**config.mk**
```make
export PLATFORM = sky130hd
export DESIGN_NAME = mp3_frame_sync_scanner
export DESIGN_NICKNAME = d
export VERILOG_FILES = /design/src/design/mfs_pkg.sv /design/src/design/mfs_header_decode.sv /design/src/design/mfs_divider.sv /design/src/design/mp3_frame_sync_scanner.sv
export SDC_FILE = /design/constraint.sdc
export NUM_CORES = 1
export LEC_CHECK = 0
export BUFFER_PORTS_ARGS = -buffer_cell sky130_fd_sc_hd__buf_2
export CORE_UTILIZATION = 54
export CTS_CLUSTER_DIAMETER = 30
export DETAILED_ROUTE_END_ITERATION = 8
export GPL_ROUTABILITY_DRIVEN = 0
export PLACE_DENSITY = 0.77
export SYNTH_ARGS = -nofsm -noshare
export SYNTH_HDL_FRONTEND = slang
export SYNTH_HIERARCHICAL = 1
export SYNTH_SLANG_ARGS = --single-unit
```
**constraint.sdc**
```tcl
create_clock -name clock -period 8 [get_ports clock]
set_clock_uncertainty 0.05 [all_clocks]
set_input_delay 1.6 -clock clock [delete_from_list [all_inputs] [get_ports clock]]
set_output_delay 1.6 -clock clock [all_outputs]
set_load 0.02 [all_outputs]
```
**src/design/mfs_pkg.sv**
```systemverilog
// Shared types, constants and lookup tables of the MP3 frame sync scanner.
`timescale 1ns / 1ps

package mfs_pkg;

   // Scan limit and the byte counter that must be able to hold it
   localparam int MAX_SCAN = 65536;
   localparam int CNT_W    = $clog2(MAX_SCAN + 1);

   // Payload widths
   localparam int KBPS_W   = 9;
   localparam int RATE_W   = 16;
   localparam int FRAME_W  = 11;
   localparam int SPF_W    = 11;
   localparam int COEF_W   = 18;

   // Divider sizing: dividend = coef * kbps stays below 2^26, quotient below 2^11
   localparam int DIVIDEND_W = 26;
   localparam int Q_W        = FRAME_W;
   localparam int STEP_W     = $clog2(Q_W);

   // Header fields
   localparam logic [31:0] SYNC_MASK = 32'hFFE0_0000;
   localparam logic [1:0]  VER_25    = 2'd0;
   localparam logic [1:0]  VER_RES   = 2'd1;
   localparam logic [1:0]  VER_2     = 2'd2;
   localparam logic [1:0]  VER_1     = 2'd3;
   localparam logic [1:0]  LAYER_III = 2'b01;
   localparam logic [3:0]  BIDX_FREE = 4'd0;
   localparam logic [3:0]  BIDX_BAD  = 4'd15;
   localparam logic [1:0]  SIDX_RES  = 2'd3;
   localparam logic [1:0]  MODE_MONO = 2'd3;

   localparam logic [COEF_W-1:0] COEF_V1 = 18'd144000;
   localparam logic [COEF_W-1:0] COEF_V2 = 18'd72000;
   localparam logic [SPF_W-1:0]  SPF_V1  = 11'd1152;
   localparam logic [SPF_W-1:0]  SPF_V2  = 11'd576;

   // Register map
   localparam int CSR_ADDR_W = 3;
   localparam logic CSR_IDX_SCAN_BASE = 1'b0;

   // Decoded header
   typedef struct packed {
      logic                  valid;
      logic [1:0]            version;
      logic [KBPS_W-1:0]     kbps;
      logic [RATE_W-1:0]     rate;
      logic [DIVIDEND_W-1:0] dividend;
      logic [SPF_W-1:0]      spf;
      logic                  mono;
      logic                  crc;
      logic                  pad;
   } hdr_info_type;

   // Result word
   typedef struct packed {
      logic               found;
      logic [31:0]        offset;
      logic [1:0]         version;
      logic [KBPS_W-1:0]  kbps;
      logic [RATE_W-1:0]  rate;
      logic [FRAME_W-1:0] frame_len;
      logic [SPF_W-1:0]   spf;
      logic               mono;
      logic               crc;
   } rsp_type;

   // Bitrate in kbps for a bitrate index; v1 selects the MPEG1 table
   function automatic logic [KBPS_W-1:0] kbps_lookup(input logic v1, input logic [3:0] bidx);
      logic [KBPS_W-1:0] k;
      k = '0;
      if (v1) begin
         unique case (bidx)
            4'd1:    k = 9'd32;
            4'd2:    k = 9'd40;
            4'd3:    k = 9'd48;
            4'd4:    k = 9'd56;
            4'd5:    k = 9'd64;
            4'd6:    k = 9'd80;
            4'd7:    k = 9'd96;
            4'd8:    k = 9'd112;
            4'd9:    k = 9'd128;
            4'd10:   k = 9'd160;
            4'd11:   k = 9'd192;
            4'd12:   k = 9'd224;
            4'd13:   k = 9'd256;
            4'd14:   k = 9'd320;
            default: k = '0;
         endcase
      end else begin
         unique case (bidx)
            4'd1:    k = 9'd8;
            4'd2:    k = 9'd16;
            4'd3:    k = 9'd24;
            4'd4:    k = 9'd32;
            4'd5:    k = 9'd40;
            4'd6:    k = 9'd48;
            4'd7:    k = 9'd56;
            4'd8:    k = 9'd64;
            4'd9:    k = 9'd80;
            4'd10:   k = 9'd96;
            4'd11:   k = 9'd112;
            4'd12:   k = 9'd128;
            4'd13:   k = 9'd144;
            4'd14:   k = 9'd160;
            default: k = '0;
         endcase
      end
      return k;
   endfunction

   // MPEG1 sample rate for a sample-rate index
   function automatic logic [RATE_W-1:0] base_rate(input logic [1:0] sidx);
      logic [RATE_W-1:0] r;
      unique case (sidx)
         2'd0:    r = 16'd44100;
         2'd1:    r = 16'd48000;
         2'd2:    r = 16'd32000;
         default: r = '0;
      endcase
      return r;
   endfunction

endpackage

```
**src/design/mfs_header_decode.sv**
```systemverilog
// Frame header check and field decode for one four-byte window.
`timescale 1ns / 1ps

module mfs_header_decode (
   input  logic [31:0]          hdr,
   output mfs_pkg::hdr_info_type info
);

   logic [1:0]                          ver;
   logic [1:0]                          layer;
   logic [3:0]                          bidx;
   logic [1:0]                          sidx;
   logic [mfs_pkg::RATE_W-1:0]          rate0;
   logic [mfs_pkg::COEF_W-1:0]          coef;
   logic [mfs_pkg::KBPS_W-1:0]          kbps;
   logic [mfs_pkg::COEF_W+mfs_pkg::KBPS_W-1:0] prod;

   assign ver   = hdr[20:19];
   assign layer = hdr[18:17];
   assign bidx  = hdr[15:12];
   assign sidx  = hdr[11:10];

   // Table lookups
   assign kbps  = mfs_pkg::kbps_lookup(ver == mfs_pkg::VER_1, bidx);
   assign rate0 = mfs_pkg::base_rate(sidx);
   assign coef  = (ver == mfs_pkg::VER_1) ? mfs_pkg::COEF_V1 : mfs_pkg::COEF_V2;
   assign prod  = coef * kbps;

   always_comb begin
      info.valid = ((hdr & mfs_pkg::SYNC_MASK) == mfs_pkg::SYNC_MASK)
                   && (ver != mfs_pkg::VER_RES) && (layer == mfs_pkg::LAYER_III)
                   && (bidx != mfs_pkg::BIDX_FREE) && (bidx != mfs_pkg::BIDX_BAD)
                   && (sidx != mfs_pkg::SIDX_RES);
      info.version = ver;
      info.kbps    = kbps;
      // halved for MPEG2, quartered for MPEG2.5
      priority if (ver == mfs_pkg::VER_2) begin
         info.rate = rate0 >> 1;
      end else if (ver == mfs_pkg::VER_25) begin
         info.rate = rate0 >> 2;
      end else begin
         info.rate = rate0;
      end
      info.dividend = prod[mfs_pkg::DIVIDEND_W-1:0];
      info.spf      = (ver == mfs_pkg::VER_1) ? mfs_pkg::SPF_V1 : mfs_pkg::SPF_V2;
      info.mono     = (hdr[7:6] == mfs_pkg::MODE_MONO);
      info.crc      = ~hdr[16];
      info.pad      = hdr[9];
   end

endmodule

```
**src/design/mfs_divider.sv**
```systemverilog
// Restoring divider, one quotient bit per cycle, for the frame length.
`timescale 1ns / 1ps

module mfs_divider (
   input  logic                              clock,
   input  logic                              reset,
   input  logic                              start,
   input  logic [mfs_pkg::DIVIDEND_W-1:0]    dividend,
   input  logic [mfs_pkg::RATE_W-1:0]        divisor,
   output logic                              done,
   output logic [mfs_pkg::Q_W-1:0]           quotient
);

   logic                           busy_ff, busy_in;
   logic                           done_ff, done_in;
   logic [mfs_pkg::STEP_W-1:0]     step_ff, step_in;
   logic [mfs_pkg::DIVIDEND_W-1:0] rem_ff, rem_in;
   logic [mfs_pkg::DIVIDEND_W-1:0] dsh_ff, dsh_in;
   logic [mfs_pkg::Q_W-1:0]        quo_ff, quo_in;
   logic                           fits;

   // Shared compare / subtract
   assign fits = rem_ff >= dsh_ff;

   always_comb begin
      busy_in = busy_ff;
      done_in = 1'b0;
      step_in = step_ff;
      rem_in  = rem_ff;
      dsh_in  = dsh_ff;
      quo_in  = quo_ff;
      if (start) begin
         // quotient always fits Q_W bits, so start at the top quotient bit
         busy_in = 1'b1;
         step_in = mfs_pkg::STEP_W'(mfs_pkg::Q_W - 1);
         rem_in  = dividend;
         dsh_in  = mfs_pkg::DIVIDEND_W'(divisor) << (mfs_pkg::Q_W - 1);
         quo_in  = '0;
      end else if (busy_ff) begin
         if (fits) begin
            rem_in = rem_ff - dsh_ff;
         end
         quo_in = {quo_ff[mfs_pkg::Q_W-2:0], fits};
         dsh_in = dsh_ff >> 1;
         if (step_ff == '0) begin
            busy_in = 1'b0;
            done_in = 1'b1;
         end else begin
            step_in = step_ff - 1'b1;
         end
      end
   end

   always_ff @(posedge clock) begin
      if (reset) begin
         busy_ff <= 1'b0;
         done_ff <= 1'b0;
      end else begin
         busy_ff <= busy_in;
         done_ff <= done_in;
      end
      step_ff <= step_in;
      rem_ff  <= rem_in;
      dsh_ff  <= dsh_in;
      quo_ff  <= quo_in;
   end

   assign done     = done_ff;
   assign quotient = quo_ff;

endmodule

```
**src/design/mp3_frame_sync_scanner.sv**
```systemverilog
// Top level: byte window, scan control, result register and CSR port.
// Results: a byte that ends the scan without a header shows its result the cycle after it
// is taken; a byte that completes a header shows it once the 11-step shift-subtract divider
// has computed the frame length and the result register has been loaded.
// Throughput: one byte per cycle while scanning and the result register is free.
// Reset (synchronous) clears the window, count, done flag, scan_base and all valid flags.
`timescale 1ns / 1ps

module mp3_frame_sync_scanner (
   input  logic                               clock,
   input  logic                               reset,
   // input bytes
   input  logic                               req_valid,
   output logic                               req_ready,
   input  logic [7:0]                         req_data_byte,
   input  logic                               req_new_scan,
   input  logic                               req_scan_end,
   // results
   output logic                               rsp_valid,
   input  logic                               rsp_ready,
   output logic                               rsp_found,
   output logic [31:0]                        rsp_offset,
   output logic [1:0]                         rsp_version_code,
   output logic [mfs_pkg::KBPS_W-1:0]         rsp_kbps,
   output logic [mfs_pkg::RATE_W-1:0]         rsp_rate_hz,
   output logic [mfs_pkg::FRAME_W-1:0]        rsp_frame_len,
   output logic [mfs_pkg::SPF_W-1:0]          rsp_frame_samples,
   output logic                               rsp_mono,
   output logic                               rsp_crc_present,
   // configuration
   input  logic                               csr_psel,
   input  logic                               csr_penable,
   input  logic                               csr_pwrite,
   input  logic [mfs_pkg::CSR_ADDR_W-1:0]     csr_paddr,
   input  logic [31:0]                        csr_pwdata,
   output logic [31:0]                        csr_prdata,
   output logic                               csr_pready
);

   typedef enum logic {ST_SCAN, ST_DIV} state_type;

   state_type                   state_ff, state_in;
   logic [23:0]                 window_ff, window_in;
   logic [mfs_pkg::CNT_W-1:0]   count_ff, count_in;
   logic                        done_ff, done_in;
   logic [31:0]                 base_ff, base_in;
   logic                        pad_ff, pad_in;
   logic                        rsp_valid_ff, rsp_valid_in;
   mfs_pkg::rsp_type            rsp_ff, rsp_in;

   logic                        accept;
   logic                        csr_wr;
   logic [23:0]                 win_eff;
   logic [mfs_pkg::CNT_W-1:0]   cnt_eff;
   logic [mfs_pkg::CNT_W-1:0]   cnt_new;
   logic                        done_eff;
   logic [31:0]                 hdr;
   logic                        match;
   logic                        div_start;
   logic                        div_done;
   logic [mfs_pkg::Q_W-1:0]     div_q;
   mfs_pkg::hdr_info_type       info;

   assign req_ready = (state_ff == ST_SCAN) && (!rsp_valid_ff || rsp_ready);
   assign accept    = req_valid && req_ready;
   assign csr_wr    = csr_psel && csr_penable && csr_pwrite && csr_pready;

   // Window as seen by this word: a scan start clears it first
   assign win_eff  = req_new_scan ? 24'd0 : window_ff;
   assign cnt_eff  = req_new_scan ? '0 : count_ff;
   assign done_eff = req_new_scan ? 1'b0 : done_ff;
   assign cnt_new  = cnt_eff + 1'b1;
   assign hdr      = {win_eff, req_data_byte};

   mfs_header_decode u_decode (
      .hdr  (hdr),
      .info (info)
   );

   assign match     = info.valid && (cnt_new >= mfs_pkg::CNT_W'(4));
   assign div_start = accept && !done_eff && match;

   mfs_divider u_divider (
      .clock    (clock),
      .reset    (reset),
      .start    (div_start),
      .dividend (info.dividend),
      .divisor  (info.rate),
      .done     (div_done),
      .quotient (div_q)
   );

   // Next-state logic
   always_comb begin
      state_in     = state_ff;
      window_in    = window_ff;
      count_in     = count_ff;
      done_in      = done_ff;
      base_in      = base_ff;
      pad_in       = pad_ff;
      rsp_in       = rsp_ff;
      rsp_valid_in = rsp_valid_ff && !rsp_ready;

      if (csr_wr && (csr_paddr[2] == mfs_pkg::CSR_IDX_SCAN_BASE)) begin
         base_in = csr_pwdata;
      end

      unique case (state_ff)
         ST_SCAN: begin
            if (accept) begin
               window_in = win_eff;
               count_in  = cnt_eff;
               done_in   = done_eff;
               if (!done_eff) begin
                  window_in = hdr[23:0];
                  count_in  = cnt_new;
                  if (match) begin
                     // header found: load fields, length comes from the divider
                     done_in             = 1'b1;
                     state_in            = ST_DIV;
                     pad_in              = info.pad;
                     rsp_in.found        = 1'b1;
                     rsp_in.offset       = base_ff + 32'(cnt_new) - 32'd4;
                     rsp_in.version      = info.version;
                     rsp_in.kbps         = info.kbps;
                     rsp_in.rate         = info.rate;
                     rsp_in.frame_len    = '0;
                     rsp_in.spf          = info.spf;
                     rsp_in.mono         = info.mono;
                     rsp_in.crc          = info.crc;
                  end else if (req_scan_end
                               || (cnt_new >= mfs_pkg::CNT_W'(mfs_pkg::MAX_SCAN))) begin
                     // not found: all fields zero
                     done_in      = 1'b1;
                     rsp_in       = '0;
                     rsp_valid_in = 1'b1;
                  end
               end
            end
         end
         ST_DIV: begin
            if (div_done) begin
               rsp_in.frame_len = div_q + mfs_pkg::FRAME_W'(pad_ff);
               rsp_valid_in     = 1'b1;
               state_in         = ST_SCAN;
            end
         end
         default: state_in = ST_SCAN;
      endcase
   end

   always_ff @(posedge clock) begin
      if (reset) begin
         state_ff     <= ST_SCAN;
         window_ff    <= '0;
         count_ff     <= '0;
         done_ff      <= 1'b0;
         base_ff      <= '0;
         rsp_valid_ff <= 1'b0;
      end else begin
         state_ff     <= state_in;
         window_ff    <= window_in;
         count_ff     <= count_in;
         done_ff      <= done_in;
         base_ff      <= base_in;
         rsp_valid_ff <= rsp_valid_in;
      end
      pad_ff <= pad_in;
      rsp_ff <= rsp_in;
   end

   // Outputs
   assign rsp_valid         = rsp_valid_ff;
   assign rsp_found         = rsp_ff.found;
   assign rsp_offset        = rsp_ff.offset;
   assign rsp_version_code  = rsp_ff.version;
   assign rsp_kbps          = rsp_ff.kbps;
   assign rsp_rate_hz       = rsp_ff.rate;
   assign rsp_frame_len     = rsp_ff.frame_len;
   assign rsp_frame_samples = rsp_ff.spf;
   assign rsp_mono          = rsp_ff.mono;
   assign rsp_crc_present   = rsp_ff.crc;

   assign csr_pready = 1'b1;
   assign csr_prdata = (csr_paddr[2] == mfs_pkg::CSR_IDX_SCAN_BASE) ? base_ff : 32'd0;

   // Checks
   a_no_input_while_dividing: assert property (@(posedge clock) disable iff (reset)
      (state_ff == ST_DIV) |-> !req_ready)
      else $error("input taken while divider busy");

   a_div_done_in_div: assert property (@(posedge clock) disable iff (reset)
      div_done |-> (state_ff == ST_DIV))
      else $error("divider finished outside divide state");

   a_not_found_zero: assert property (@(posedge clock) disable iff (reset)
      (rsp_valid && !rsp_found) |-> (rsp_offset == 32'd0 && rsp_kbps == '0
                                     && rsp_frame_len == '0))
      else $error("not-found word carries nonzero fields");

endmodule

```
==> impl_metrics.yaml <==
synthesis:
  synth_async_sr_flop_share: 0
  synth-edff-count: 127
  ys_seq_elements: 230
  seq_area_frac_synth: 0.384
  synth.lib_cells_used.distinct: 83
  post_synthesis_cell_area_um2: 15300
  ys_warn_count: 6
  post_synth.cell_area_avg_um2: 8.73
  ys_dominant_reg_cell: "sky130_fd_sc_hd__edfxtp_1"
  synthesis.instances: 1755
global_route:
  first_global_vias: 12600
  grt_util_all_layers: 0.256
  grt_first_pass_wirelength_um: 60200
  antenna_violations_before_repair: 1
  gr-total-overflow: 0
  grt_start_max_net_pins: 79
clock_network:
  cts_setup_buffers: 0
  cts_hold_repair.buffers: 0
  cts-root-to-sink-buffers: 3
  clkSinkCount: 230
  number_of_buffers_inserted_during_clock_tree_synthesis: 49
  ctsHtreeMaxLevel: 2
  cts-resized-gates: 0
  master_cell_of_the_clock_root_buffer: "sky130_fd_sc_hd__clkbuf_16"
  clkSlewWorstSetupHoldPaths_ns: 0.04
  cts_tree: "built"
  clock_insertion_delay_at_the_later_pin_of_the_skew_report_ns: 0.55
timing:
  post-route-period-util: 0.855
  rsz0062_at_grt: "false"
  max-slew-margin-rel: 0.172
  finalHoldViolCount: 0
  setup_slack_ns: 1.16
  maximum_clock_rate_mhz: 146
  minimum_clock_period_ns: 6.84
  setup_viol_count_final: 0
  fin_tns_setup_ns: 0
  worst_pin_slew_ns: 1.24
  finalMaxSlewViolations: 0
route:
  wl_per_cell_um: 15.8
  vias_per_cell: 5.56
  drt-pass1-iter-count: 7
  first_iter_violations: 710
  vias: 13000
  ant_nets: 0
  drt_drc_violations_left: 0
  wirelength_um: 36900
final_layout:
  design.final.nets: 2106
  layout.core_utilization: 0.646
  syn_to_final_growth_pct: 17.5
  layout-drive-gt1-share: 0.157
  antenna_cells: 0
critical_path:
  timing.reg2reg.setup_slack_ns: 2.20
  critPathLaunchType: "input pin"
  timing.rr.end: "u_divider/rem_ff[24]$_DFFE_PP_"
  reg2regPathDepth: 21
  timing.critical_path.arrival_ns: 7.15
  worst_setup_path_end_kind: "register"
  cp_max_fo: 25
  worstSetupPathType: "input pin to register"
  worstReg2RegStart: "window_ff[4]$_SDFFE_PP0P_"
  timing.critical_path.required_ns: 8.31
  crit_path_start: "req_new_scan"
place:
  dpl_worst_slack_ns: 0.683
  dp.final_hpwl_um: 26500
  port_buffers: 167
outcome:
  outcome: "complete, no violations"
run:
  max_cap_violations: 0
floorplanning:
  die-area_um2: 29000
  top_level_ports: 171
  fp-row-count: 61
  initial_utilization: 0.550
  fp.coreArea_um2: 27900
  die_h_um: 170
  chipWidth_um: 170
power:
  max-vdd-ir-drop_uv: 214
  total_leakage_power_nw: 8.13
  pwr_density_cell_nw_per_um2: 199
  power.total_mw: 3.59
hold_path:
  hp-start: "window_ff[0]$_SDFFE_PP0P_"
  min_path_cells: 2
  timing.hold.worst_endpoint: "window_ff[0]$_SDFFE_PP0P_"
  worst_hold_path_type: "register to register"
## synthesized netlist by cell type, drive strengths merged, types with 6 or more instances
library cell / count / area [µm²]
a211oi: 19 / 148
o21a: 9 / 67.6
and3: 18 / 113
or3: 14 / 87.6
a21oi: 136 / 692
o31ai: 6 / 45.0
a22oi: 10 / 75.1
dfxtp: 103 / 2060
a21o: 29 / 218
ha: 121 / 1510
xnor2: 43 / 377
nor3: 33 / 193
o21ai: 75 / 379
mux2i: 30 / 300
o21bai: 7 / 52.6
nand2b: 14 / 87.6
nand4: 11 / 75.1
edfxtp: 127 / 3810
buf: 45 / 303
a2111oi: 6 / 71.3
inv: 151 / 567
a21boi: 10 / 75.1
nor2b: 41 / 257
nand2: 227 / 855
or2: 12 / 75.1
o211ai: 16 / 120
fa: 19 / 380
nor3b: 10 / 75.1
xor2: 23 / 201
nor4: 6 / 43.8
nor2: 159 / 597
clkbuf: 58 / 218
or4: 6 / 48.8
nand3: 31 / 160
and2: 60 / 375
a31oi: 9 / 56.3
## critical path, stage by stage
cell and delay, ns:
sky130_fd_sc_hd__buf_2 0.24, sky130_fd_sc_hd__nor2b_1 0.49, sky130_fd_sc_hd__inv_1 0.21, sky130_fd_sc_hd__ha_1 0.30
sky130_fd_sc_hd__nand2_1 0.10, sky130_fd_sc_hd__a21oi_1 0.06, sky130_fd_sc_hd__o21ai_0 0.34, sky130_fd_sc_hd__nand2_1 0.15
sky130_fd_sc_hd__fa_1 0.57, sky130_fd_sc_hd__inv_1 0.05, sky130_fd_sc_hd__fa_1 0.47, sky130_fd_sc_hd__inv_1 0.05
sky130_fd_sc_hd__fa_1 0.43, sky130_fd_sc_hd__ha_1 0.29, sky130_fd_sc_hd__ha_1 0.37, sky130_fd_sc_hd__a21oi_1 0.24
sky130_fd_sc_hd__and2_1 0.19, sky130_fd_sc_hd__a21oi_1 0.11, sky130_fd_sc_hd__o41ai_1 0.32, sky130_fd_sc_hd__xnor2_1 0.22
sky130_fd_sc_hd__o22ai_1 0.13, sky130_fd_sc_hd__nor3_1 0.19
## power breakdown
group / switching (mW) / total, mW / internal (mW)
sequential: 0.0142 / 1.28 / 1.27
clock: 0.664 / 1.96 / 1.30
combinational: 0.210 / 0.343 / 0.133
total: 0.888 / 3.59 / 2.70
## worst max-delay path by stage
stage                                                 to  slack (ns)
after floorplan               rsp_frame_len[0]$_DFFE_PP_        0.16
final                     u_divider/rem_ff[24]$_DFFE_PP_        1.16
after global placement    u_divider/rem_ff[25]$_DFFE_PP_        0.80
after global routing      u_divider/rem_ff[24]$_DFFE_PP_        0.74
after detailed placement  u_divider/rem_ff[25]$_DFFE_PP_        0.68
after CTS                 u_divider/rem_ff[24]$_DFFE_PP_        1.25
## cell families (layout without fill, tap and decap cells)
kind of cell,count (synthesis),count (layout),share of synthesized area
and+or+nand+nor,653,653,0.205
other,3,29,0.000735
AOI/OAI and AO/OA,379,379,0.159
DFF,230,230,0.384
xor gates and xnor gates,66,66,0.0377
buffers and inverters,254,428,0.0710
muxes,30,30,0.0196
adders and majority gates,140,140,0.124
## registers in the layout (all words and copies together), names as in the netlist, 2 cells and up
register,flops
base_ff,32
rsp_offset,32
u_divider/dsh_ff,26
u_divider/rem_ff,26
window_ff,24
count_ff,17
rsp_rate_hz,16
rsp_frame_len,11
rsp_frame_samples,11
u_divider/quotient,11
rsp_kbps,9
u_divider/step_ff,4
rsp_version_code,2
## metrics by stage
stage          hold WS (ns)  std cells  instance area [µm²]
2_1_floorplan         0.382       1781                15400
3_3_place_gp          0.391       2241                16400
3_5_place_dp          0.394       2241                16400
4_1_cts               0.400       2333                18000
5_1_grt               0.415       2333                18000
6_report              0.397       2333                18000
## cells in the final DEF (no fill, tap or decap), types with 10 or more instances in the layout
master,synthesis,routed
sky130_fd_sc_hd__nand2_1,226,226
sky130_fd_sc_hd__buf_2,5,167
sky130_fd_sc_hd__nor2_1,159,158
sky130_fd_sc_hd__inv_1,147,147
sky130_fd_sc_hd__a21oi_1,135,134
sky130_fd_sc_hd__edfxtp_1,127,127
sky130_fd_sc_hd__ha_1,121,121
sky130_fd_sc_hd__dfxtp_1,103,102
sky130_fd_sc_hd__o21ai_0,72,70
sky130_fd_sc_hd__and2_1,60,60
sky130_fd_sc_hd__clkbuf_16,0,51
sky130_fd_sc_hd__xnor2_1,43,43
sky130_fd_sc_hd__nor2b_1,41,41
sky130_fd_sc_hd__nand3_1,30,30
sky130_fd_sc_hd__nor3_1,30,30
sky130_fd_sc_hd__mux2i_1,30,30
sky130_fd_sc_hd__a21o_1,29,29
sky130_fd_sc_hd__conb_1,3,29
sky130_fd_sc_hd__xor2_1,23,23
sky130_fd_sc_hd__fa_1,19,19
sky130_fd_sc_hd__and3_1,18,18
sky130_fd_sc_hd__a211oi_1,18,18
sky130_fd_sc_hd__buf_4,28,18
sky130_fd_sc_hd__o211ai_1,16,16
sky130_fd_sc_hd__nand2b_1,14,14
sky130_fd_sc_hd__or3_1,14,14
sky130_fd_sc_hd__or2_2,12,12
sky130_fd_sc_hd__clkbuf_1,58,12
sky130_fd_sc_hd__a21boi_0,10,10
sky130_fd_sc_hd__a22oi_1,10,10
sky130_fd_sc_hd__nand4_1,10,10
sky130_fd_sc_hd__nor3b_1,10,10
## layer usage
metal	GRT usage	vias to the layer above	wire length [µm]
met5	0	-	13
li1	-	6364	-
met2	0.439	418	17900
met1	0.321	6101	15600
met3	0.0393	92	2030
met4	0.108	2	1350
## final cells by class
class	count	area (µm²)
Sequential cell	230	5880
Inverter	151	567
Fill cell	2295	9860
Timing Repair Buffer	185	971
Multi-Input combinational cell	1297	8480
Clock buffer	66	1360
Tap cell	378	473
Clock inverter	26	270
Power figures use the tool's default switching activity.
